<file path="src/hw/rtl/skvt_pkg.sv">
// skvt_pkg: shared types and result codes of the small key-value table
// used by the top level, by the matcher and by the port checker; no dependencies

package skvt_pkg;

    // result status of one item
    typedef logic [2:0] skvt_status_t;

    localparam skvt_status_t ST_UPDATED   = 3'd0;
    localparam skvt_status_t ST_INSERTED  = 3'd1;
    localparam skvt_status_t ST_FULL      = 3'd2;
    localparam skvt_status_t ST_FOUND     = 3'd3;
    localparam skvt_status_t ST_NOT_FOUND = 3'd4;

    // command codes on the input channel
    localparam logic CMD_SET    = 1'b0;
    localparam logic CMD_LOOKUP = 1'b1;

    // fixed widths of the ports
    localparam int PORT_KEY_W   = 32;
    localparam int PORT_VALUE_W = 32;
    localparam int TOL_W        = 31;

endpackage

</file>
<file path="src/hw/rtl/skvt_match.sv">
// skvt_match: tolerance key comparator, |a - b| < tolerance or a == b
// keys are signed two's complement of KEY_WIDTH bits; uses skvt_pkg

module skvt_match
    import skvt_pkg::*;
#(
    parameter int KEY_WIDTH = 32
)
(
    input  logic [KEY_WIDTH-1:0] key_a,
    input  logic [KEY_WIDTH-1:0] key_b,
    input  logic [TOL_W-1:0]     tolerance,
    output logic                 match
);

    localparam int DIFF_W = KEY_WIDTH + 1;
    localparam int CMP_W  = (DIFF_W > TOL_W) ? DIFF_W : TOL_W;

    logic [DIFF_W-1:0] diff_ab;
    logic [DIFF_W-1:0] diff_ba;
    logic [DIFF_W-1:0] magnitude;

    // both differences in parallel, pick the non-negative one
    assign diff_ab = {key_a[KEY_WIDTH-1], key_a} - {key_b[KEY_WIDTH-1], key_b};
    assign diff_ba = {key_b[KEY_WIDTH-1], key_b} - {key_a[KEY_WIDTH-1], key_a};
    assign magnitude = diff_ab[DIFF_W-1] ? diff_ba : diff_ab;

    // equal keys always match, else compare the distance with the tolerance
    assign match = (key_a == key_b) ||
                   (CMP_W'(magnitude) < CMP_W'(tolerance));

endmodule

</file>
<file path="src/hw/rtl/small_key_value_table.sv">
// small_key_value_table: associative key-value store filled in order
// depends on skvt_pkg and skvt_match
//
// Input channel (in_valid/in_ready): command, key, value. A set updates the
// value of the first matching entry, else appends the pair, else reports
// full. A lookup returns the value of the first matching entry or not found.
// Keys match when equal or when their distance is below the tolerance
// register, written through cfg_we/cfg_wdata; the user must write it only
// while the block is idle; the block does not enforce it. Output channel
// (out_valid/out_ready): status and read_value, one item per input item,
// in order. Sequencing: one item at a time. An accepted item is latched,
// then searched over the filled entries, one key memory read per cycle,
// compared on the registered read data in the next cycle; a hit ends the
// search early. The done state hands the result to the output register.
// The output register holds a finished result while the receiver stalls;
// the next item is taken and searched meanwhile and waits for the slot.
// Reset clears the state, the fill count, the tolerance and the output valid
// flag; the memories are not cleared, only filled entries are ever read.

module small_key_value_table
    import skvt_pkg::*;
#(
    parameter int ENTRIES     = 16,
    parameter int KEY_WIDTH   = 32,
    parameter int VALUE_WIDTH = 32
)
(
    input  logic                    clk,
    input  logic                    rst_n,

    input  logic                    cfg_we,
    input  logic [TOL_W-1:0]        cfg_wdata,

    input  logic                    in_valid,
    output logic                    in_ready,
    input  logic                    command,
    input  logic [PORT_KEY_W-1:0]   key,
    input  logic [PORT_VALUE_W-1:0] value,

    output logic                    out_valid,
    input  logic                    out_ready,
    output skvt_status_t            status,
    output logic [PORT_VALUE_W-1:0] read_value
);

    localparam int CNT_W  = $clog2(ENTRIES + 1);
    localparam int ADDR_W = (ENTRIES > 1) ? $clog2(ENTRIES) : 1;
    localparam int WIDE_W = 64;

    // sequencer states
    localparam logic [1:0] S_IDLE   = 2'd0;
    localparam logic [1:0] S_SEARCH = 2'd1;
    localparam logic [1:0] S_DONE   = 2'd2;

    logic [1:0]              state_reg, state_next;
    logic                    cmd_reg, cmd_next;
    logic [KEY_WIDTH-1:0]    key_reg, key_next;
    logic [VALUE_WIDTH-1:0]  val_reg, val_next;
    logic [CNT_W-1:0]        idx_reg, idx_next;
    logic                    cmp_valid_reg, cmp_valid_next;
    logic [ADDR_W-1:0]       cmp_idx_reg, cmp_idx_next;
    logic [CNT_W-1:0]        fill_reg, fill_next;
    logic [TOL_W-1:0]        tol_reg;
    skvt_status_t            res_status_reg, res_status_next;
    logic [PORT_VALUE_W-1:0] res_value_reg, res_value_next;
    logic                    out_valid_reg, out_valid_next;
    skvt_status_t            status_reg, status_next;
    logic [PORT_VALUE_W-1:0] read_value_reg, read_value_next;

    // memories and their ports
    logic [KEY_WIDTH-1:0]    key_mem [ENTRIES];
    logic [VALUE_WIDTH-1:0]  val_mem [ENTRIES];
    logic [KEY_WIDTH-1:0]    key_q_reg;
    logic [VALUE_WIDTH-1:0]  val_q_reg;
    logic                    rd_en;
    logic [ADDR_W-1:0]       rd_addr;
    logic                    key_we;
    logic                    val_we;
    logic [ADDR_W-1:0]       val_waddr;

    logic [WIDE_W-1:0]       key_wide;
    logic [WIDE_W-1:0]       value_wide;
    logic [WIDE_W-1:0]       val_q_wide;
    logic                    match;
    logic                    issue;
    logic                    hit;
    logic                    table_full;

    // fit the port fields to the stored widths
    assign key_wide   = {{(WIDE_W - PORT_KEY_W){key[PORT_KEY_W-1]}}, key};
    assign value_wide = {{(WIDE_W - PORT_VALUE_W){1'b0}}, value};
    assign val_q_wide = WIDE_W'(val_q_reg);

    // compare the latched key with the entry read last cycle
    skvt_match #(
        .KEY_WIDTH (KEY_WIDTH)
    ) u_match (
        .key_a     (key_reg),
        .key_b     (key_q_reg),
        .tolerance (tol_reg),
        .match     (match)
    );

    assign issue      = (idx_reg < fill_reg);
    assign hit        = cmp_valid_reg && match;
    assign table_full = (fill_reg == CNT_W'(ENTRIES));

    // sequencer and result selection
    always_comb
    begin
        state_next      = state_reg;
        cmd_next        = cmd_reg;
        key_next        = key_reg;
        val_next        = val_reg;
        idx_next        = idx_reg;
        cmp_valid_next  = cmp_valid_reg;
        cmp_idx_next    = cmp_idx_reg;
        fill_next       = fill_reg;
        res_status_next = res_status_reg;
        res_value_next  = res_value_reg;
        out_valid_next  = out_valid_reg && !out_ready;
        status_next     = status_reg;
        read_value_next = read_value_reg;
        rd_en           = 1'b0;
        rd_addr         = idx_reg[ADDR_W-1:0];
        key_we          = 1'b0;
        val_we          = 1'b0;
        val_waddr       = fill_reg[ADDR_W-1:0];

        unique case (state_reg)
            S_IDLE:
            begin
                if (in_valid)
                begin
                    cmd_next       = command;
                    key_next       = key_wide[KEY_WIDTH-1:0];
                    val_next       = value_wide[VALUE_WIDTH-1:0];
                    idx_next       = '0;
                    cmp_valid_next = 1'b0;
                    state_next     = S_SEARCH;
                end
            end

            S_SEARCH:
            begin
                if (hit)
                begin
                    // first matching entry wins
                    cmp_valid_next = 1'b0;
                    state_next     = S_DONE;
                    if (cmd_reg == CMD_SET)
                    begin
                        val_we          = 1'b1;
                        val_waddr       = cmp_idx_reg;
                        res_status_next = ST_UPDATED;
                        res_value_next  = '0;
                    end
                    else
                    begin
                        res_status_next = ST_FOUND;
                        res_value_next  = val_q_wide[PORT_VALUE_W-1:0];
                    end
                end
                else if (issue)
                begin
                    // read the next filled entry
                    rd_en          = 1'b1;
                    idx_next       = idx_reg + 1'b1;
                    cmp_valid_next = 1'b1;
                    cmp_idx_next   = idx_reg[ADDR_W-1:0];
                end
                else
                begin
                    // no entry matched
                    cmp_valid_next = 1'b0;
                    state_next     = S_DONE;
                    res_value_next = '0;
                    if (cmd_reg == CMD_LOOKUP)
                    begin
                        res_status_next = ST_NOT_FOUND;
                    end
                    else if (table_full)
                    begin
                        res_status_next = ST_FULL;
                    end
                    else
                    begin
                        key_we          = 1'b1;
                        val_we          = 1'b1;
                        fill_next       = fill_reg + 1'b1;
                        res_status_next = ST_INSERTED;
                    end
                end
            end

            S_DONE:
            begin
                // hand off once the output register is free
                if (!out_valid_reg || out_ready)
                begin
                    out_valid_next  = 1'b1;
                    status_next     = res_status_reg;
                    read_value_next = res_value_reg;
                    state_next      = S_IDLE;
                end
            end

            default:
            begin
                state_next = S_IDLE;
            end
        endcase
    end

    // control registers
    always_ff @(posedge clk or negedge rst_n)
    begin
        if (!rst_n)
        begin
            state_reg     <= S_IDLE;
            cmp_valid_reg <= 1'b0;
            fill_reg      <= '0;
            tol_reg       <= '0;
            out_valid_reg <= 1'b0;
        end
        else
        begin
            state_reg     <= state_next;
            cmp_valid_reg <= cmp_valid_next;
            fill_reg      <= fill_next;
            out_valid_reg <= out_valid_next;
            if (cfg_we)
            begin
                tol_reg <= cfg_wdata;
            end
        end
    end

    // payload registers
    always_ff @(posedge clk)
    begin
        cmd_reg        <= cmd_next;
        key_reg        <= key_next;
        val_reg        <= val_next;
        idx_reg        <= idx_next;
        cmp_idx_reg    <= cmp_idx_next;
        res_status_reg <= res_status_next;
        res_value_reg  <= res_value_next;
        status_reg     <= status_next;
        read_value_reg <= read_value_next;
    end

    // key memory, written on insert
    always_ff @(posedge clk)
    begin
        if (key_we)
        begin
            key_mem[fill_reg[ADDR_W-1:0]] <= key_reg;
        end
        if (rd_en)
        begin
            key_q_reg <= key_mem[rd_addr];
        end
    end

    // value memory, written on insert or update
    always_ff @(posedge clk)
    begin
        if (val_we)
        begin
            val_mem[val_waddr] <= val_reg;
        end
        if (rd_en)
        begin
            val_q_reg <= val_mem[rd_addr];
        end
    end

    assign in_ready   = (state_reg == S_IDLE);
    assign out_valid  = out_valid_reg;
    assign status     = status_reg;
    assign read_value = read_value_reg;

endmodule

</file>
<file path="config.mk">
export PLATFORM = sky130hd
export DESIGN_NAME = small_key_value_table
export DESIGN_NICKNAME = d
export VERILOG_FILES = /design/src/hw/rtl/skvt_pkg.sv /design/src/hw/rtl/skvt_match.sv /design/src/hw/rtl/small_key_value_table.sv
export SDC_FILE = /design/constraint.sdc
export NUM_CORES = 1
export LEC_CHECK = 0
export BUFFER_PORTS_ARGS = -buffer_cell sky130_fd_sc_hd__buf_2
export CORE_AREA = 2 2 285 287
export DETAILED_ROUTE_END_ITERATION = 8
export DIE_AREA = 0 0 287 289
export PLACE_DENSITY = 0.87
export SLEW_MARGIN = 0
export SYNTH_ARGS = -nofsm -noshare
export SYNTH_HDL_FRONTEND = slang
export SYNTH_SLANG_ARGS = --single-unit
</file>
<file path="constraint.sdc">
create_clock -name clk -period 13 [get_ports clk]
set_clock_uncertainty 0.1 [all_clocks]
set_input_delay 3.25 -clock clk [delete_from_list [all_inputs] [get_ports clk]]
set_output_delay 3.25 -clock clk [all_outputs]
set_load 0.02 [all_outputs]
</file>
==> results summary, run 1 <==
Total power for the finished layout comes to 12.95 mW. In this run the tightest slew margin relative to its limit is 0.03707. At the pin with the least slew margin, the transition time is 1441 ps.

The clock slew at the register clock pins of the worst setup and hold paths came out at 70 ps. The largest fanout on the critical path came out at 32. The endpoint class of the critical path is a flop. Setup repair after global routing left no endpoint under its margin.

The number of endpoints with negative hold slack in the final report came out at 0. The path type of the worst setup path is flop to flop. The cell count after synthesis came out at ~2600. The number of nets in the synthesized netlist is 2770. The startpoint identified for the worst hold timing path is res_value_reg[15]. The top achievable clock speed is about 110 MHz.

The final routed wire length divided by cell count came out at 34.05 um. The nature of the critical path startpoint is a flop. The count of routing violations after the opening detailed-route iteration is 4657.

After synthesis, the share of flip-flops with an asynchronous set or reset is 0.03145. The maximum count of clock buffers along a single path came out at 3. The path class of the lowest-slack min-delay path is flop to flop. The fraction of synthesized cell area taken by the top area cell type came out at 0.7207. The flow ran to the end, and the final reports show no timing, DRC or antenna violations.

In this run the number of H-tree levels came out at 3. The worst hold path terminates at read_value[15]. Compared with the post-synthesis result, the final layout area differs by 11.88%. In this run the tool buffered the top-level ports with around 140 buffer cells. The number of nets in the final layout came out at 2953. The via total after detailed routing is about 27000.

Summed over all layers, the global routing overflow is 0. The initial utilization of the core area, before any placement, comes to 0.6425. The post-synthesis sequential area ratio is 0.7402.

The TritonCTS clock tree is built. Entering global routing, the biggest net connects 120 pins. By area the synthesized netlist is led by sky130_fd_sc_hd__edfxtp_1 (72%), sky130_fd_sc_hd__mux4_2 (14%), sky130_fd_sc_hd__ha_1 (2.5%). The ratio of final minimum period to clock period is 0.7255. In this run, distinct cell masters in the synthesized netlist total 73. The number of global-route vias before repair is 27812. The cell type with the highest aggregate area in the netlist is sky130_fd_sc_hd__edfxtp_1. For this design the static power due to leakage is 19.19 nW. In the final layout, the share of cells above drive strength 1 is 0.2574. Along the worst hold path, the cell count comes to 0. Setup violations remaining at the end of the flow were counted as 0. The prevailing post-synth register cell is sky130_fd_sc_hd__edfxtp_1. The detail-routed via count per cell is 6.994.

The count of standard-cell rows came out at 104. The startpoint identified for the worst register-to-register timing path is key_reg[13]. The final max-slew violation count is 0.

CTS placed an instance of sky130_fd_sc_hd__clkbuf_16 at the clock tree root. The sum of negative setup slack is 0 ps. The worst register-to-register path ends at key_mem[11][7]. The number of enable-type register cells in the synthesized netlist came out at 1232. The cell area power density is roughly 230 nW/um^2. The number of violations of the max-capacitance limit is 0.

The post-synthesis register bit count is about 1300. The congestion estimate from routability-driven global placement came to 0.9546. The count of cells resized by post-cts repair is 0. The post-detailed-route DRC marker count is 0. The number of nets with antenna violations after routing is 0. The final worst setup slack came out at 3568 ps. The data required time of the critical path is 13180 ps. The data arrival time at the worst-slack endpoint came out at around 9600 ps. Counting every sink on the clock net gives 1272.

The first-pass GRT wire length came out at 193600 um. The final critical delay including setup and external delays is 9432 ps. The total clock buffers created by CTS is ~120. The worst-case IR drop observed on VDD is 207.5 uV. The worst register-to-register path has a setup slack of 3570 ps. In this run the horizontal extent of the chip is 287 um. Timing analysis after detailed placement gives a worst setup slack of 3971 ps. The clock latency on the worst-skew pair came out at about 720 ps. The buffers inserted during post-CTS setup optimization came out at 0.

The overall track demand over capacity in global routing came out at 0.3287. The number of antenna violations at the first check in global routing came out at 4. The total wire length after detailed routing came out at ~130000 um. The synthesized area divided by synthesized cell count is 20.02 um^2. Pin placement for this block handled 138 I/O pins. The total of warnings raised by yosys came out at 0.

The floorplan die height came out at approximately 290 um. The floorplan step defined a core boundary enclosing between 70000 and 80000 um^2. Measured in cells, the most critical reg-to-reg path has a length of 22. The post-synth design cell area is 51330 um^2. The number of detailed-route iterations in the first pass came out at 8. The HPWL after detailed placement came out at between 70000 and 80000 um. For this design, the CTS-stage hold fixing added 0 buffers. The full die area is 82940 um^2.
[cell usage in the layout, fill, tap and decap left out, types with 11 or more instances in the layout]
cell                           n
sky130_fd_sc_hd__ha_1        103
sky130_fd_sc_hd__xor2_1       13
sky130_fd_sc_hd__clkinv_2     17
sky130_fd_sc_hd__a21oi_1      85
sky130_fd_sc_hd__nor2_1       52
sky130_fd_sc_hd__nand4_1      21
sky130_fd_sc_hd__o21bai_1     14
sky130_fd_sc_hd__clkbuf_1     31
sky130_fd_sc_hd__o211ai_1     11
sky130_fd_sc_hd__nor2_4       17
sky130_fd_sc_hd__edfxtp_1   1232
sky130_fd_sc_hd__buf_2       137
sky130_fd_sc_hd__a21o_1       40
sky130_fd_sc_hd__mux4_2      320
sky130_fd_sc_hd__nand3_1      16
sky130_fd_sc_hd__o22ai_4      12
sky130_fd_sc_hd__nand2b_1     14
sky130_fd_sc_hd__nand2_1      69
sky130_fd_sc_hd__xnor2_1      23
sky130_fd_sc_hd__bufinv_16    14
sky130_fd_sc_hd__clkinv_1     26
sky130_fd_sc_hd__inv_1       127
sky130_fd_sc_hd__buf_4        45
sky130_fd_sc_hd__clkbuf_16   116
sky130_fd_sc_hd__o21ai_0      54
sky130_fd_sc_hd__dfrtp_1      40
sky130_fd_sc_hd__and2_1       38
[final cells by class]
class | instances | area (um^2)
Tap cell | 1060 | 1326
Inverter | 128 | 481.7
Clock buffer | 147 | 3019
Timing Repair Buffer | 184 | 1064
Multi-Input combinational cell | 1045 | 12670
Clock inverter | 72 | 865.8
Fill cell | 4383 | 22460
Sequential cell | 1272 | 38000
Antenna cell | 6 | 15.01
[cell families after synthesis]
kind of cell	Yosys count	synth area share
compound gates	291	0.03722
buf+inv	247	0.01943
simple gates	280	0.02815
fa+ha+maj	105	0.02588
xor+xnor	36	0.006142
mux	333	0.1430
flops	1272	0.7402
[through the flow]
step           hold slack [ps]  cell area [um^2]    util  cells
6_report                 317.5             57430  0.7189   3914
5_1_grt                  322.5             57420  0.7187   3908
4_1_cts                  316.5             57400  0.7184   3907
3_5_place_dp             304.5             53510  0.6698   3688
3_3_place_gp             301.7             53510  0.6698   3688
2_1_floorplan            300.3             51330       -   2564
[worst max path at each step]
stage	from	endpoint	slack (ps)	cells past startpoint
floorplan	key_reg[12]	idx_reg[0]	4310	22
global placement	key_reg[11]	key_mem[11][10]	4300	22
detailed placement	key_reg[12]	key_mem[9][10]	3970	22
CTS	key_reg[13]	val_mem[6][1]	3830	23
global route	key_reg[23]	val_mem[6][1]	3240	22
finish	key_reg[13]	key_mem[11][7]	3570	22
[routing by layer]
metal	vias to the layer above	global-route usage	wire length, um
met1	14044	0.4457	46920
met4	0	0.1523	6746
met3	425	0.05772	13560
met5	-	0	0
met2	2146	0.5320	66060
li1	10761	-	-
[worst max-delay path, stage by stage (launching register included)]
cell and delay [ps]:
sky130_fd_sc_hd__edfxtp_1 760, sky130_fd_sc_hd__inv_1 160, sky130_fd_sc_hd__ha_1 430, sky130_fd_sc_hd__nand4_1 180
sky130_fd_sc_hd__nor2_1 110, sky130_fd_sc_hd__a221o_1 410, sky130_fd_sc_hd__o21a_1 240, sky130_fd_sc_hd__nor3_2 930
sky130_fd_sc_hd__buf_4 380, sky130_fd_sc_hd__mux2_2 390, sky130_fd_sc_hd__a21oi_1 270, sky130_fd_sc_hd__o22ai_1 180
sky130_fd_sc_hd__a21oi_1 200, sky130_fd_sc_hd__xnor2_1 130, sky130_fd_sc_hd__ha_1 330, sky130_fd_sc_hd__and4_1 180
sky130_fd_sc_hd__nand3_1 90, sky130_fd_sc_hd__nor2_1 130, sky130_fd_sc_hd__a2111o_1 350, sky130_fd_sc_hd__o31ai_2 180
sky130_fd_sc_hd__a21oi_1 550, sky130_fd_sc_hd__nand3_1 850, sky130_fd_sc_hd__nor2_4 1410
[synth_stat cells, types with 15 or more instances]
master and n:
sky130_fd_sc_hd__inv_1 128, sky130_fd_sc_hd__nand4_1 21, sky130_fd_sc_hd__buf_2 17, sky130_fd_sc_hd__clkbuf_1 58, sky130_fd_sc_hd__mux4_2 320, sky130_fd_sc_hd__o22ai_1 15, sky130_fd_sc_hd__buf_1 33, sky130_fd_sc_hd__and2_1 38
sky130_fd_sc_hd__a21oi_1 85, sky130_fd_sc_hd__nand2_1 69, sky130_fd_sc_hd__a21o_1 40, sky130_fd_sc_hd__ha_1 103, sky130_fd_sc_hd__xnor2_1 23, sky130_fd_sc_hd__nor2_1 70, sky130_fd_sc_hd__dfrtp_1 40, sky130_fd_sc_hd__edfxtp_1 1232
sky130_fd_sc_hd__o21ai_0 54, sky130_fd_sc_hd__nand3_1 16
[report_power, final]
part / switching, mW / internal (mW) / total [mW]
sequential: 0.299 / 5.11 / 5.41
clock: 1.54 / 1.94 / 3.48
combinational: 2.34 / 1.71 / 4.06
Power figures use the tool's default switching activity.
==> inputs of run 2 (changes only) <==
Settings changed: CORE_AREA 2 2 285 287 to 2 2 291 293, DIE_AREA 0 0 287 289 to 0 0 293 295, PLACE_DENSITY 0.87 to 0.84.
Clock period 13 ns to 9.2 ns, I/O delays scaled along.
==> run 2 against run 1 <==
Net effect:
- flip-flop and latch count is the same
- critical endpoint is now val_mem[4][0]
- first-iteration DRC count shrank 17%
- critical path depth grew 1
- final cell count grew 0.49%
==> results summary, run 2 (synthesis gave the netlist of run 1 again) <==
The clock slew at the register clock pins of the worst setup and hold paths came out at roughly 60 ps. The TritonCTS clock tree is built. The floorplan die height came out at 295 um. The growth of design area from synthesis to finish is 12.23%.

Once layout is complete, the utilization of the core stands at 0.6928. The internal cell power came out at 12.45 mW. After the last flow step, the layout net total stands at 2962. In the layout the commonest cells are sky130_fd_sc_hd__edfxtp_1 (1232), sky130_fd_sc_hd__mux4_2 (320), sky130_fd_sc_hd__buf_2 (137).

In this run the power spent charging and discharging nets is 5.845 mW. The worst relative slew slack came out at 0.2755. The data required time of the critical path came out at 9440 ps. The share of total power dissipated in sequential elements is 0.417.

The maximum count of clock buffers along a single path is 3. Hold repair after CTS inserted 0 buffers. The full die area is approximately 86000 um^2.

The run finished with clean final reports. The total grt overflow is 0. The first global-routing pass estimated about 190000 um of wire. The count of buffers from port buffering came out at 137. The final-report setup violation count is 0.

The total clock buffers created by CTS is 116. The setup path with the least slack is of type flop to flop. The count of routing violations after the opening detailed-route iteration is about 3800. The final critical delay including setup and external delays is 8733 ps. The count of standard-cell rows is 106.

The buffers inserted during post-CTS setup optimization is 0. The number of endpoints with negative hold slack in the final report is 0. After detailed routing, the average wire length per cell comes to between 30 and 40 um.

In the global route stage, overall resource usage came out at 0.3067. The transition at the pin with the smallest max-transition slack came out at 1087 ps. The path class of the lowest-slack min-delay path is flop to flop.

The final max-slew violation count is 0. Among all stages on the critical path, the largest delay is contributed by sky130_fd_sc_hd__a22oi_2. The highest ir drop seen on vdd is 345.1 uV. The count of nets left with antenna violations once routing finished came out at 0.

The sum of negative setup slack is 0 ps. The number of antenna violations at the first check in global routing is 4. After filler insertion, the fill cell instance count of the layout stands at roughly 4700.

In the final layout, the share of cells above drive strength 1 is 0.2647. The starting density of the core is 0.6173. Once detailed placement completed, the half-perimeter wirelength came to 70140 um. The number of violations of the max-capacitance limit is 0. The number of global-route vias before repair is between 20000 and 30000. After detailed routing, the number of remaining DRC violations is 0. The detail-routed via count per cell is around 6.8. The top achievable clock speed is approximately 110 MHz.

The signal on the critical path passes through inv_1 -> ha_1 -> nand2_1 -> o21ai_0 -> a22oi_1 -> a21boi_0 -> or3_1 -> buf_4 -> nor2_1 -> a221oi_1 -> o221ai_1 -> xor2_1 -> ha_1 -> nand4_1 -> inv_1 -> a221oi_1 -> o31ai_1 -> a221o_1 -> a2111o_1 -> o31ai_4 -> nand4_1 -> a22oi_2 -> buf_4. The clock latency on the worst-skew pair came out at slightly above 700 ps. The number of sinks handled by clock tree synthesis is ~1300. Setup repair after global routing left no endpoint under its margin. The fraction of power consumed by combinational cells is 0.310.

CTS placed an instance of sky130_fd_sc_hd__clkbuf_16 at the clock tree root. The first TritonRoute pass finished after 6 iterations. The biggest cell delay along the critical path is 890 ps. The clock power share is 0.273. The largest net degree at the start of global routing is 143.

The analysis attributes to cell leakage a power of 19.30 nW. The boundary pin count came out at between 100 and 150. Leaving out fill and tap cells, the most frequent cell in the layout is sky130_fd_sc_hd__edfxtp_1.

The count of cells resized by post-cts repair is 0. In this run the number of H-tree levels came out at 3. The nature of the critical path startpoint is a flop. STA classifies the critical path endpoint as a flop. In this run the power density over the cells is 317.6 nW/um^2. The core region area came out at 83160 um^2.

The ratio of final minimum period to clock period came out at 0.9492. The largest fanout on the critical path is 22. Of the total power, the share spent switching nets is 0.3195. The total wire length after detailed routing came out at between 100000 and 150000 um. The data arrival time at the worst-slack endpoint came out at 8970 ps. The die span in x came out at 293 um.

The via total after detailed routing came out at 26859. Routability-driven placement finished with a final weighted congestion of 0.9126.
## run 2: changes by cell type in the layout (fill, tap and decap cells not counted), moves of 3 or more
| cell | change |
|---|---|
| sky130_fd_sc_hd__clkinv_2 | +9 |
| sky130_fd_sc_hd__buf_4 | +6 |
| sky130_fd_sc_hd__clkbuf_1 | -19 |
| sky130_fd_sc_hd__clkinv_4 | +3 |
| sky130_fd_sc_hd__clkinvlp_4 | -3 |
| sky130_fd_sc_hd__buf_12 | +3 |
| sky130_fd_sc_hd__bufinv_16 | +3 |
| sky130_fd_sc_hd__diode_2 | -5 |
## run 2: worst paths after layout
kind	from	end	slack, ps	cells past startpoint
worst max-delay path	key_reg[26]	val_mem[4][0]	470	23
worst min-delay path	res_value_reg[4]	read_value[4]	320	0
worst max register to register	key_reg[26]	val_mem[4][0]	470	23
worst min register to register	res_value_reg[4]	read_value[4]	320	0
max in group asynchronous	rst_n	out_valid	6630	1
min in group asynchronous	rst_n	tol_reg[18]	1700	1
## run 2: area by class of cell
type                       instances  area (um^2)  share of cell area
sequential                      1272        38000              0.6595
multi-input combinational       1045        12670              0.2199
clock inverter                    86        997.2             0.01731
timing repair buffer             193         1169             0.02028
clock buffer                     128         2948             0.05117
inverter                         128        481.7            0.008361
tap                             1080         1351             0.02346
antenna                            1        2.502          0.00004344
## run 2: layer usage
layer | vias up | GRT usage | routed length, um
li1 | 10783 | - | -
met1 | 13792 | 0.4128 | 46060
met2 | 1922 | 0.5161 | 65880
met3 | 358 | 0.05037 | 12470
met4 | 4 | 0.1103 | 5063
met5 | - | 0 | 27
## run 2: per-stage QoR
stage	hold WS (ps)	instance area [um^2]	worst slack [ps]	std cells	power, mW
floorplan	300.3	51330	511.3	2564	11.56
global placement	300.5	53660	1036	3718	13.03
detailed placement	305.5	53660	747.0	3718	13.25
CTS	323.0	57610	569.2	3932	18.33
global route	327.3	57610	108.2	3932	18.97
finish	321.1	57610	467.2	3933	18.30
## run 2: power groups by stage
| stage | Sequential, mW | Clock (mW) | Combinational (mW) |
|---|---|---|---|
| floorplan | 7.61 | 0 | 3.95 |
| global placement | 7.64 | 0 | 5.39 |
| detailed placement | 7.71 | 0 | 5.54 |
| CTS | 7.62 | 5.05 | 5.66 |
| global route | 7.68 | 5.25 | 6.04 |
| finish | 7.62 | 5.00 | 5.67 |
## run 2: critical path: cells and delay by family, from the launching register on
family	cells	cell delay, ps
AOI/OAI and AO/OA	11	4270
adders and majority gates	2	860
buffers and inverters	4	1050
and+or+nand+nor	5	1240
DFF	1	670
xor gates and xnor gates	1	170
